===== src/rtl/core/rgbcc_pkg.sv =====
// Package for the RGB color classifier: class codes, register indexes and
// constants. No dependencies.
`default_nettype none
package rgbcc_pkg;
	typedef enum logic [2:0] {
		CLS_UNDEF   = 3'd0,
		CLS_RED     = 3'd1,
		CLS_YELLOW  = 3'd2,
		CLS_GREEN   = 3'd3,
		CLS_CYAN    = 3'd4,
		CLS_BLUE    = 3'd5,
		CLS_MAGENTA = 3'd6,
		CLS_WHITE   = 3'd7
	} color_class_t;

	localparam logic [0:0] REG_DARK_LIMIT  = 1'b0;
	localparam logic [0:0] REG_WHITE_LIMIT = 1'b1;
	localparam int unsigned CFG_IDX_W = 8;

	localparam logic [7:0] DARK_LIMIT_RST  = 8'd51;
	localparam logic [7:0] WHITE_LIMIT_RST = 8'd230;

	// Number of bits in the divider numerator integer part: 360*diff fits 17 bits.
	localparam int unsigned NUM_W = 17;
endpackage
`default_nettype wire


===== src/rtl/core/rgbcc_if.sv =====
// Valid/ready stream interfaces for the RGB color classifier.
// Depends on no other file; field widths are written out.
`default_nettype none
interface rgbcc_pix_if;
	logic       valid;
	logic       ready;
	logic [7:0] red;
	logic [7:0] green;
	logic [7:0] blue;
	modport source (output valid, red, green, blue, input ready);
	modport sink (input valid, red, green, blue, output ready);
endinterface

interface rgbcc_hsv_if;
	logic        valid;
	logic        ready;
	logic [14:0] hue;
	logic [7:0]  saturation;
	logic [7:0]  brightness;
	logic [2:0]  color_class;
	modport source (output valid, hue, saturation, brightness, color_class, input ready);
	modport sink (input valid, hue, saturation, brightness, color_class, output ready);
endinterface

interface rgbcc_cfg_if;
	logic       valid;
	logic       ready;
	logic [7:0] index;
	logic [7:0] data;
	modport source (output valid, index, data, input ready);
	modport sink (input valid, index, data, output ready);
endinterface
`default_nettype wire


===== src/rtl/core/rgbcc_div.sv =====
// Pipelined restoring divider, one quotient bit per stage.
// Depends on nothing but its parameters; carries a sideband payload.
`default_nettype none
module rgbcc_div #(
	parameter int unsigned QW = 8,   // quotient bits
	parameter int unsigned DW = 8,   // divisor bits
	parameter int unsigned SW = 1    // sideband bits
) (
	input  wire logic                clk,
	input  wire logic                arst_n,
	input  wire logic                en,
	input  wire logic                in_valid,
	input  wire logic [QW+DW-1:0]    in_num,
	input  wire logic [DW-1:0]       in_den,
	input  wire logic [SW-1:0]       in_side,
	output logic                     out_valid,
	output logic [QW-1:0]            out_quo,
	output logic [SW-1:0]            out_side
);
	// The numerator is below den << QW, so the quotient fits QW bits and
	// each partial remainder fits DW bits.
	logic [QW:0]              v_s;
	logic [QW:0][QW+DW-1:0]   n_s;
	logic [QW:0][DW-1:0]      d_s;
	logic [QW:0][SW-1:0]      x_s;

	assign v_s[0] = in_valid;
	assign n_s[0] = in_num;
	assign d_s[0] = in_den;
	assign x_s[0] = in_side;

	for (genvar k = 0; k < QW; k++) begin : g_stage
		logic [DW:0]       top;
		logic [DW:0]       trial;
		logic              fits;
		logic [QW+DW-1:0]  nxt;
		always_comb begin
			top   = n_s[k][QW+DW-1:QW-1];
			trial = top - {1'b0, d_s[k]};
			fits  = !trial[DW];
			nxt   = {n_s[k][QW+DW-2:0], fits};
			if (fits) nxt[QW+DW-1:QW] = trial[DW-1:0];
		end
		logic              v_r;
		logic [QW+DW-1:0]  n_r;
		logic [DW-1:0]     d_r;
		logic [SW-1:0]     x_r;
		always_ff @(posedge clk or negedge arst_n) begin
			if (!arst_n) begin
				v_r <= 1'b0;
			end else if (en) begin
				v_r <= v_s[k];
			end
		end
		always_ff @(posedge clk) begin
			if (en) begin
				n_r <= nxt;
				d_r <= d_s[k];
				x_r <= x_s[k];
			end
		end
		assign v_s[k+1] = v_r;
		assign n_s[k+1] = n_r;
		assign d_s[k+1] = d_r;
		assign x_s[k+1] = x_r;
	end

	assign out_valid = v_s[QW];
	assign out_quo   = n_s[QW][QW-1:0];
	assign out_side  = x_s[QW];
endmodule
`default_nettype wire


===== src/rtl/core/rgb_color_classifier.sv =====
// RGB to HSV conversion and color classification, fully pipelined.
// Registers from input transfer to result: stage 1, stage 2, the hue divider stages, the output stage.
// Throughput: one sample per cycle unless the output stalls; set by the bit-per-stage hue divider.
// A stall freezes the whole pipeline; input ready follows the output slot combinationally.
// Reset clears all valid bits and loads the limits with 51 and 230.
// Depends on rgbcc_pkg, rgbcc_if and rgbcc_div.
`default_nettype none
module rgb_color_classifier
	import rgbcc_pkg::*;
#(
	parameter int unsigned HUE_FRAC_BITS = 6
) (
	input wire logic    clk,
	input wire logic    arst_n,
	rgbcc_cfg_if.sink   cfg,
	rgbcc_pix_if.sink   pix,
	rgbcc_hsv_if.source hsv
);
	localparam int unsigned QW = NUM_W + HUE_FRAC_BITS;
	localparam int unsigned HW = 15;
	localparam int unsigned SW = 8 + 8 + 1 + 1; // max, diff, dark, white

	logic [7:0] dark_q, white_q;
	assign cfg.ready = 1'b1;
	always_ff @(posedge clk or negedge arst_n) begin
		if (!arst_n) begin
			dark_q  <= DARK_LIMIT_RST;
			white_q <= WHITE_LIMIT_RST;
		end else if (cfg.valid) begin
			if (cfg.index == {{(CFG_IDX_W-1){1'b0}}, REG_DARK_LIMIT})  dark_q  <= cfg.data;
			if (cfg.index == {{(CFG_IDX_W-1){1'b0}}, REG_WHITE_LIMIT}) white_q <= cfg.data;
		end
	end

	// Pipeline enable: advance when the output slot is free or being taken.
	logic en;
	assign en = !hsv.valid || hsv.ready;
	assign pix.ready = en;

	// Stage 1: max, min, hexcone numerator.
	logic        v_s1;
	logic [7:0]  mx_s1, diff_s1;
	logic [NUM_W-1:0] num_s1;
	logic [7:0] r0, g0, b0, mx0, mn0, d0;
	logic [NUM_W-1:0] num0;
	always_comb begin
		r0 = pix.red; g0 = pix.green; b0 = pix.blue;
		mx0 = r0;
		if (g0 > mx0) mx0 = g0;
		if (b0 > mx0) mx0 = b0;
		mn0 = r0;
		if (g0 < mn0) mn0 = g0;
		if (b0 < mn0) mn0 = b0;
		d0 = mx0 - mn0;
		if (mx0 == r0)
			num0 = NUM_W'(360 * 32'(d0) + 60 * 32'(g0) - 60 * 32'(b0));
		else if (mx0 == g0)
			num0 = NUM_W'(120 * 32'(d0) + 60 * 32'(b0) - 60 * 32'(r0));
		else
			num0 = NUM_W'(240 * 32'(d0) + 60 * 32'(r0) - 60 * 32'(g0));
	end
	always_ff @(posedge clk or negedge arst_n) begin
		if (!arst_n) v_s1 <= 1'b0;
		else if (en) v_s1 <= pix.valid;
	end
	always_ff @(posedge clk) begin
		if (en) begin
			mx_s1 <= mx0; diff_s1 <= d0; num_s1 <= num0;
		end
	end

	// Stage 2: saturation product and class flags; divider operands.
	logic        v_s2;
	logic [7:0]  mx_s2, diff_s2;
	logic [15:0] satn_s2;
	logic [NUM_W-1:0] num_s2;
	logic        dark_s2, white_s2;
	always_ff @(posedge clk or negedge arst_n) begin
		if (!arst_n) v_s2 <= 1'b0;
		else if (en) v_s2 <= v_s1;
	end
	always_ff @(posedge clk) begin
		if (en) begin
			mx_s2    <= mx_s1;
			diff_s2  <= diff_s1;
			satn_s2  <= {diff_s1, 8'b0} - {8'b0, diff_s1};
			num_s2   <= num_s1;
			dark_s2  <= mx_s1 < dark_q;
			white_s2 <= ({2'b0, diff_s1} << 2) < {2'b0, mx_s1} && mx_s1 >= white_q;
		end
	end

	// Saturation divider runs alongside the hue divider, eight stages, then
	// its result waits in a delay line to match the longer hue divider.
	// A black sample divides by zero, so its flag rides along to clear it.
	logic        sv;
	logic [7:0]  sq;
	logic [0:0]  sx;
	rgbcc_div #(.QW(8), .DW(8), .SW(1)) u_sat (
		.clk, .arst_n, .en,
		.in_valid(v_s2), .in_num(satn_s2), .in_den(mx_s2), .in_side(mx_s2 == 8'd0),
		.out_valid(sv), .out_quo(sq), .out_side(sx)
	);
	logic [7:0]         sat0;
	logic [QW-9:0][7:0] satd_q;
	logic [QW-9:0]      svd_q;
	assign sat0 = sx[0] ? 8'd0 : sq;
	always_ff @(posedge clk or negedge arst_n) begin
		if (!arst_n) svd_q <= '0;
		else if (en) svd_q <= {svd_q[QW-10:0], sv};
	end
	always_ff @(posedge clk) begin
		if (en) satd_q <= {satd_q[QW-10:0], sat0};
	end

	logic        hv;
	logic [QW-1:0] hq;
	logic [SW-1:0] hx;
	rgbcc_div #(.QW(QW), .DW(8), .SW(SW)) u_hue (
		.clk, .arst_n, .en,
		.in_valid(v_s2), .in_num({8'b0, num_s2, {HUE_FRAC_BITS{1'b0}}}), .in_den(diff_s2),
		.in_side({mx_s2, diff_s2, dark_s2, white_s2}),
		.out_valid(hv), .out_quo(hq), .out_side(hx)
	);

	// Output stage: wrap, class bands.
	localparam logic [QW-1:0] H360 = QW'(360) << HUE_FRAC_BITS;
	logic [QW-1:0] h;
	color_class_t  cls;
	always_comb begin
		h = (hx[9:2] == 8'd0) ? '0 : hq;
		if (h >= H360) h = h - H360;
		if (hx[1]) cls = CLS_UNDEF;
		else if (hx[0]) cls = CLS_WHITE;
		else if (h < (QW'(15) << HUE_FRAC_BITS) || h >= (QW'(345) << HUE_FRAC_BITS))
			cls = CLS_RED;
		else if (h >= (QW'(40) << HUE_FRAC_BITS) && h < (QW'(75) << HUE_FRAC_BITS))
			cls = CLS_YELLOW;
		else if (h >= (QW'(75) << HUE_FRAC_BITS) && h < (QW'(165) << HUE_FRAC_BITS))
			cls = CLS_GREEN;
		else if (h >= (QW'(165) << HUE_FRAC_BITS) && h < (QW'(195) << HUE_FRAC_BITS))
			cls = CLS_CYAN;
		else if (h >= (QW'(195) << HUE_FRAC_BITS) && h < (QW'(255) << HUE_FRAC_BITS))
			cls = CLS_BLUE;
		else if (h >= (QW'(285) << HUE_FRAC_BITS) && h < (QW'(345) << HUE_FRAC_BITS))
			cls = CLS_MAGENTA;
		else cls = CLS_UNDEF;
	end

	logic        out_v_q;
	logic [14:0] hue_q;
	logic [7:0]  sat_q, val_q;
	logic [2:0]  cls_q;
	always_ff @(posedge clk or negedge arst_n) begin
		if (!arst_n) out_v_q <= 1'b0;
		else if (en) out_v_q <= hv;
	end
	always_ff @(posedge clk) begin
		if (en) begin
			hue_q <= h[HW-1:0];
			sat_q <= satd_q[QW-9];
			val_q <= hx[17:10];
			cls_q <= cls;
		end
	end
	assign hsv.valid       = out_v_q;
	assign hsv.hue         = hue_q;
	assign hsv.saturation  = sat_q;
	assign hsv.brightness  = val_q;
	assign hsv.color_class = cls_q;

	a_stall_hold: assert property (@(posedge clk) disable iff (!arst_n)
		hsv.valid && !hsv.ready |=> hsv.valid && $stable(hsv.hue) && $stable(hsv.color_class))
		else $error("result changed under stall");
	a_white_sat: assert property (@(posedge clk) disable iff (!arst_n)
		hsv.valid && hsv.color_class == CLS_WHITE |-> hsv.brightness >= 8'd1)
		else $error("white class with zero brightness");
	a_hue_range: assert property (@(posedge clk) disable iff (!arst_n)
		hsv.valid |-> {1'b0, hsv.hue} < 16'(H360))
		else $error("hue out of range");
	a_sat_align: assert property (@(posedge clk) disable iff (!arst_n)
		hv == svd_q[QW-9])
		else $error("saturation and hue pipelines out of step");
endmodule
`default_nettype wire

===== src/flat_wrapper.sv =====
// flat-port wrapper written by rule: the top's interface ports become plain ports
module rgb_color_classifier_flat import rgbcc_pkg::*;
#(
	parameter int unsigned HUE_FRAC_BITS = 6
)
  (clk, arst_n, cfg_valid, cfg_index, cfg_data, cfg_ready, pix_valid, pix_red, pix_green, pix_blue, pix_ready, hsv_valid, hsv_hue, hsv_saturation, hsv_brightness, hsv_color_class, hsv_ready);
  rgbcc_cfg_if cfg_i ();
  rgbcc_pix_if pix_i ();
  rgbcc_hsv_if hsv_i ();
  input wire logic clk;
  input wire logic arst_n;
  input wire logic [$bits(cfg_i.valid)-1:0] cfg_valid;
  input wire logic [$bits(cfg_i.index)-1:0] cfg_index;
  input wire logic [$bits(cfg_i.data)-1:0] cfg_data;
  output wire logic [$bits(cfg_i.ready)-1:0] cfg_ready;
  input wire logic [$bits(pix_i.valid)-1:0] pix_valid;
  input wire logic [$bits(pix_i.red)-1:0] pix_red;
  input wire logic [$bits(pix_i.green)-1:0] pix_green;
  input wire logic [$bits(pix_i.blue)-1:0] pix_blue;
  output wire logic [$bits(pix_i.ready)-1:0] pix_ready;
  output wire logic [$bits(hsv_i.valid)-1:0] hsv_valid;
  output wire logic [$bits(hsv_i.hue)-1:0] hsv_hue;
  output wire logic [$bits(hsv_i.saturation)-1:0] hsv_saturation;
  output wire logic [$bits(hsv_i.brightness)-1:0] hsv_brightness;
  output wire logic [$bits(hsv_i.color_class)-1:0] hsv_color_class;
  input wire logic [$bits(hsv_i.ready)-1:0] hsv_ready;
  assign cfg_i.valid = cfg_valid;
  assign cfg_i.index = cfg_index;
  assign cfg_i.data = cfg_data;
  assign cfg_ready = cfg_i.ready;
  assign pix_i.valid = pix_valid;
  assign pix_i.red = pix_red;
  assign pix_i.green = pix_green;
  assign pix_i.blue = pix_blue;
  assign pix_ready = pix_i.ready;
  assign hsv_valid = hsv_i.valid;
  assign hsv_hue = hsv_i.hue;
  assign hsv_saturation = hsv_i.saturation;
  assign hsv_brightness = hsv_i.brightness;
  assign hsv_color_class = hsv_i.color_class;
  assign hsv_i.ready = hsv_ready;
  rgb_color_classifier #(.HUE_FRAC_BITS(HUE_FRAC_BITS)) u_core (.clk(clk), .arst_n(arst_n), .cfg(cfg_i), .pix(pix_i), .hsv(hsv_i));
endmodule

===== config.mk =====
export PLATFORM = sky130hd
export DESIGN_NAME = rgb_color_classifier_flat
export DESIGN_NICKNAME = d
export VERILOG_FILES = /design/src/rtl/core/rgbcc_pkg.sv /design/src/rtl/core/rgbcc_if.sv /design/src/rtl/core/rgbcc_div.sv /design/src/rtl/core/rgb_color_classifier.sv /design/src/flat_wrapper.sv
export SDC_FILE = /design/constraint.sdc
export NUM_CORES = 2
export LEC_CHECK = 0
export ABC_AREA = 1
export BUFFER_PORTS_ARGS = -buffer_cell sky130_fd_sc_hd__buf_2
export CAP_MARGIN = 15
export CORE_UTILIZATION = 60
export DETAILED_ROUTE_END_ITERATION = 10
export PLACE_DENSITY = 0.78
export SLEW_MARGIN = 20
export SYNTH_ARGS = -nofsm -noshare
export SYNTH_HDL_FRONTEND = slang
export SYNTH_SLANG_ARGS = --single-unit

===== constraint.sdc =====
create_clock -name clk -period 60.3 [get_ports clk]
set_input_delay 3.015 -clock clk [delete_from_list [all_inputs] [get_ports clk]]
set_output_delay 3.015 -clock clk [all_outputs]
set_load 0.05 [all_outputs]

# Word level (Yosys, flattened, before mapping)
# Index checks and enable logic that the tools add are counted.
[classes]
addsub = 40
n_reduce_logical = 45
n_mul = 6
order_cmp = 20
eq_ne = 3
muxes = 44
[ops]
columns = ["operator", "count"]
rows = [
  ["subtractor 9 x 8 -> 9 bit", 30],
  ["2-to-1 mux 8 bit", 32],
  [">= comparator 23 x 15 -> 1 bit, second input constant", 3],
  ["less-than comparator 23 x 14 -> 1 bit, second input constant", 3],
  ["multiplier 4 x 8 -> 12 bit, first input constant", 5],
  ["subtractor 17 x 14 -> 17 bit", 3],
  [">= comparator 23 x 14 -> 1 bit, second input constant", 2],
  ["2-to-1 mux 23 bit", 2],
  ["2-to-1 mux 17 bit", 2],
  ["logical NOT 1 bit", 32],
  ["logical NOT 8 bit", 3],
  ["less-than comparator 8 bit", 3],
  [">= comparator 23 x 12 -> 1 bit, second input constant", 1],
  [">= comparator 23 x 13 -> 1 bit, second input constant", 1],
  ["less-than comparator 23 x 10 -> 1 bit, second input constant", 1],
  ["less-than comparator 23 x 13 -> 1 bit, second input constant", 1],
  ["less-than comparator 23 x 15 -> 1 bit, second input constant", 1],
  ["subtractor 23 x 15 -> 23 bit, second input constant", 1],
  ["2-to-1 mux 3 bit", 7],
  ["adder 16 x 14 -> 17 bit", 1],
  ["adder 17 x 14 -> 17 bit", 1],
  ["adder 15 x 14 -> 16 bit", 1],
  ["equality test 8 bit", 2],
  ["> comparator 8 bit", 2],
  ["other kinds (11)", 18],
]
[totals]
in_bits = 45
output_inout_bits = 37
regBits = 1642
wordCells = 311

# Longest topological paths before layout
[depth]
depth_word = 13
ltp_mapped = 62
ltp_nobuf = 60

# Modules after synthesis
# A second synthesis with hierarchy kept.
[unflattened]
hier_cells = 6510
area_unflattened_um2 = 81511.9
[modules_own_cells]
columns = ["mod", "n_inst", "area_each_um2", "seq_area_each_um2", "cells_per_inst"]
rows = [
  ["rgbcc_div (u_core.u_hue)", 1, 53376.2, 39462.8, 3723],
  ["rgb_color_classifier", 1, 17789.6, 7483.4, 1785],
  ["rgbcc_div (u_core.u_sat)", 1, 10346.2, 5725.5, 1002],
]

# Worst setup path after synthesis
# OpenSTA, ideal clock, no wires.
[synth_path]
path_kind = "input port to flip-flop"
from = "in hsv_ready"
to = "reg u_core.u_hue.g_stage[1].v_r"
slack_ns = 16.191
arrival_time_ns = 43.905
n_path_buf = 1
setup_ns = 0.204
stages = 4
required_time_ns = 60.096
path_cell_list = "inv_1 -> nand2_1 -> clkbuf_1 -> mux2_2"
[synth_between]
elab_chain_cells = 1
[synth_rtl]
columns = ["element", "line", "rtl"]
rows = [
  ["start: declaration", "flat_wrapper.sv:26", "input wire logic [$bits(hsv_i.ready)-1:0] hsv_ready;"],
  ["logical OR 1 bit", "rgb_color_classifier.sv:37", "assign en = !hsv.valid || hsv.ready;"],
  ["via pix_ready", "flat_wrapper.sv:20", "output wire logic [$bits(pix_i.ready)-1:0] pix_ready;"],
  ["end signal: assignment", "rgbcc_div.sv:52", "v_r <= v_s[k];"],
  ["end: declaration", "rgbcc_div.sv:44", "logic v_r;"],
]
# The timed path passes the listed nets, and every way through them passes these cells.
# A chain may end at the register's enable or synchronous reset.

# Worst setup path in the final report
[layout_path]
from = "in pix_red[5]"
to = "reg u_core.num_s1[15], data pin"
[layout_between]
elab_chain_cells = 10
[layout_rtl]
columns = ["element", "line", "rtl"]
rows = [
  ["start: declaration", "flat_wrapper.sv:17", "input wire logic [$bits(pix_i.red)-1:0] pix_red;"],
  ["> comparator 8 bit", "rgb_color_classifier.sv:49", "if (g0 > mx0) mx0 = g0;"],
  ["2-to-1 mux 8 bit (*)", "rgb_color_classifier.sv:49", ""],
  ["> comparator 8 bit", "rgb_color_classifier.sv:50", "if (b0 > mx0) mx0 = b0;"],
  ["2-to-1 mux 8 bit (*)", "rgb_color_classifier.sv:50", ""],
  ["via u_core.mx0[0]", "rgb_color_classifier.sv:44", "logic [7:0] r0, g0, b0, mx0, mn0, d0;"],
  ["subtractor 8 bit", "rgb_color_classifier.sv:54", "d0 = mx0 - mn0;"],
  ["multiplier 4 x 8 -> 12 bit", "rgb_color_classifier.sv:58, rgb_color_classifier.sv:60", ""],
  ["adder 16 x 14 -> 17 bit or adder 15 x 14 -> 16 bit (tied branches)", "rgb_color_classifier.sv:60, rgb_color_classifier.sv:58", ""],
  ["subtractor 17 x 14 -> 17 bit, on equally long branches", "rgb_color_classifier.sv:60, rgb_color_classifier.sv:58", ""],
  ["2-to-1 mux 17 bit", "rgb_color_classifier.sv:57", "else if (mx0 == g0)"],
  ["2-to-1 mux 17 bit (*)", "rgb_color_classifier.sv:55", "if (mx0 == r0)"],
  ["via u_core.num0[15]", "rgb_color_classifier.sv:45", "logic [NUM_W-1:0] num0;"],
  ["end signal: assignment", "rgb_color_classifier.sv:68", "mx_s1 <= mx0; diff_s1 <= d0; num_s1 <= num0;"],
  ["end: declaration", "rgb_color_classifier.sv:43", "logic [NUM_W-1:0] num_s1;"],
]
# The timed path passes the listed nets; every way through them passes the cells marked *.

==> impl_metrics.yaml <==
sta:
  max-slew-margin-rel_pct: 29.6
  worst_pin_slew_ns: 1.06
  rsz0062_at_grt: "false"
  fin_crit_ns: 11.98
  period_share_pct: 19.9
  hold_viol_final: 0
  setup_viol: 0
  fin_hold_ws_ns: 0.407
  final.setup.tns_ns: 0
  drv_slew: 0
  fmax_ghz: 0.0835
  finClkSkew_ns: 0.0239
setup_path:
  worstSetupEndpointType: "register"
  crit_path_top_delay_cell: "fa_1"
  worstPathRequired_ns: 60.78
  path_class: "primary input to register"
  crit_top_cell: "nand2_1"
  cp-start-kind: "primary input"
  critical_path_arrival_ns: 12.46
  critPathMaxFanout: 21
  cp_slowest_stage_delay_ns: 0.54
final_layout:
  drive_gt1_share_pct: 7.64
  layout_common_cells: "1325 x edfxtp_1, 761 x inv_1, 508 x nand2_1"
  layout_commonest_cell: "edfxtp_1"
  syn_to_final_growth_pct: 10.3
  finalNetCount: 5648
  instances_no_fill: 6551
  diodes: 0
floorplan:
  placementRows: 118
  die-height_um: 326
  start_util_pct: 60.6
  boundaryPins: 82
  core_area_mm2: 0.104
  die_area_mm2: 0.106
  die_width_um: 326
drt:
  vias_per_cell: 5.24
  drt_iter0_markers: 2214
  firstDrtPassIters: 5
  drt-total-wl_um: 103000
  wl_per_cell_um: 15.8
  drc: 0
  vias: 34300
  ant_nets: 0
global_route:
  busiest_layer: "met2"
  grt_pass1_vias: 34700
  grt_util_met2_pct: 37.6
  grt_use_total_pct: 19.9
  use_met1_pct: 22.8
  grt_pass1_wl_um: 169000
  use_met3_pct: 3.07
  overflow: 0
  grt_max_degree: 164
  antenna_found_initial: 1
cts:
  cts_max_path_buffers: 3
  clk_latency_ns: 0.73
  post_cts_resize_count: 0
  clk_root_buffer_cell: "clkbuf_16"
  cts_made_buffers: 136
  post_cts_buffers: 0
  cts_tree: "done"
  hold_buffers: 0
  cts.sinks: 1367
  clk_pin_slew_worst_paths_ns: 0.06
  htreeDepth: 4
run_status:
  status: "complete, no violations"
yosys:
  ys_types: 52
  syn_inst: 4865
  yosysTopAreaCell: "edfxtp_1"
  yosysWarnings: 0
  synth_top_area_share_pct: 63.4
  synthTopCellsByArea: "edfxtp_1 63%, ha_1 8.5%, inv_1 4.5%, a21oi_1 3.8%, fa_1 3.5%"
  synth.avg_cell_area_um2: 12.9
  seq_area_frac_synth_pct: 65.1
  ys_seq_elements: 1367
  synth.cell_area_mm2: 0.0628
worst_hold_path:
  hp-class: "register to register"
place:
  gp_congestion: 0.855
  port-buffer-count: 80
  dp.cells: 6310
  dp_hpwl_um: 71100
run:
  maxCapViolCount: 0
[cells in the mapped netlist, drive strengths merged]
master	count
and2	2
a21boi	3
ha	425
o21a	2
o21ai	218
nor4	4
nand2	526
clkinv	1
a211oi	5
buf	14
or4	2
edfxtp	1325
a31oi	8
o2111ai	2
o211ai	9
xnor2	139
nor2	377
o31ai	1
dfrtp	33
fa	110
dfstp	9
nand3	118
inv	767
nor3b	3
or2	9
a21o	5
nand3b	7
clkbuf	36
nand4	14
nor3	6
o21bai	18
a22oi	1
a21oi	478
conb	2
xor2	164
mux2	22
[final timing paths]
kind | endpoint | depth (start not counted) | slack (ns) | start
setup reg to reg | u_core.u_hue.g_stage[20].n_r[30]$_DFFE_PP_ | 6 | 54.78 | u_core.hsv.valid$_DFFE_PN0P_
hold reg to reg | u_core.u_hue.g_stage[13].x_r[12]$_DFFE_PP_ | 0 | 0.41 | u_core.u_hue.g_stage[12].x_r[12]$_DFFE_PP_
hold / removal | u_core.u_hue.g_stage[13].x_r[12]$_DFFE_PP_ | 0 | 0.41 | u_core.u_hue.g_stage[12].x_r[12]$_DFFE_PP_
setup / recovery | u_core.num_s1[15]$_DFFE_PP_ | 49 | 48.32 | pix_red[5]
min in group asynchronous | u_core.u_hue.out_valid$_DFFE_PN0P_ | 1 | 2.41 | arst_n
max in group asynchronous | u_core.u_hue.g_stage[8].v_r$_DFFE_PN0P_ | 1 | 57.32 | arst_n
[metal layers]
metal / vias to the layer above / share of wire, % / routed length [um]
met3: 181 / 3.0 / 3070
met5: - / 0.013 / 13
met1: 16500 / 40 / 41200
li1: 17100 / - / -
met2: 538 / 55 / 56500
met4: 2 / 2.4 / 2500
[logic make-up (layout without fill, tap and decap cells)]
logic type,count (synthesis),after routing,share of synthesized area [%]
AO/OA/AOI/OAI,750,750,6.20
XOR/XNOR,303,303,4.30
adder cells (fa/ha/maj),535,535,12.0
buffers and inverters,818,1122,5.01
flip-flops,1367,1367,65.1
multiplexers,22,22,0.395
other,2,4,0.0120
AND/OR/NAND/NOR,1068,1068,7.07
[state kept, by name, summed over array words and instances (netlist names), 15 cells and up]
name and flops:
u_core.u_hue.g_stage.v_r 22, u_core.hsv.hue 15, u_core.satn_s2 16, u_core.u_sat.g_stage.n_r 113, u_core.u_hue.g_stage.n_r 557, u_core.u_hue.g_stage.x_r 242
u_core.num_s2 15, u_core.u_hue.g_stage.d_r 154, u_core.u_hue.out_side 18, u_core.num_s1 15, u_core.satd_q 120
[metrics by stage]
stage | util (%) | setup slack [ns] | instance area, um2
detailed placement | 62.7 | 47.55 | 65000
global placement | 62.7 | 47.76 | 65000
global route | 66.8 | 47.38 | 69300
finish | 66.8 | 48.32 | 69300
floorplan | - | 16.19 | 62800
CTS | 66.8 | 48.33 | 69300
[area by class of cell]
cell class / count / area (um2)
multi-input cells: 2682 / 18900
well taps: 1380 / 1730
clock inverters: 62 / 566
fillers: 7209 / 34400
repair buffers: 113 / 664
flip-flops and latches: 1367 / 40900
inverters: 768 / 2890
clock buffers: 179 / 3700
[critical path: cells and delay by family]
family | cells | cell delay (ns)
adder cells (fa/ha/maj) | 9 | 3.42
AND/OR/NAND/NOR | 23 | 3.18
AO/OA/AOI/OAI | 7 | 1.50
XOR/XNOR | 2 | 0.40
buffers and inverters | 8 | 0.90
Power is not shown: default switching activity piles up to over one toggle a cycle in this logic, so the estimate is an artifact.
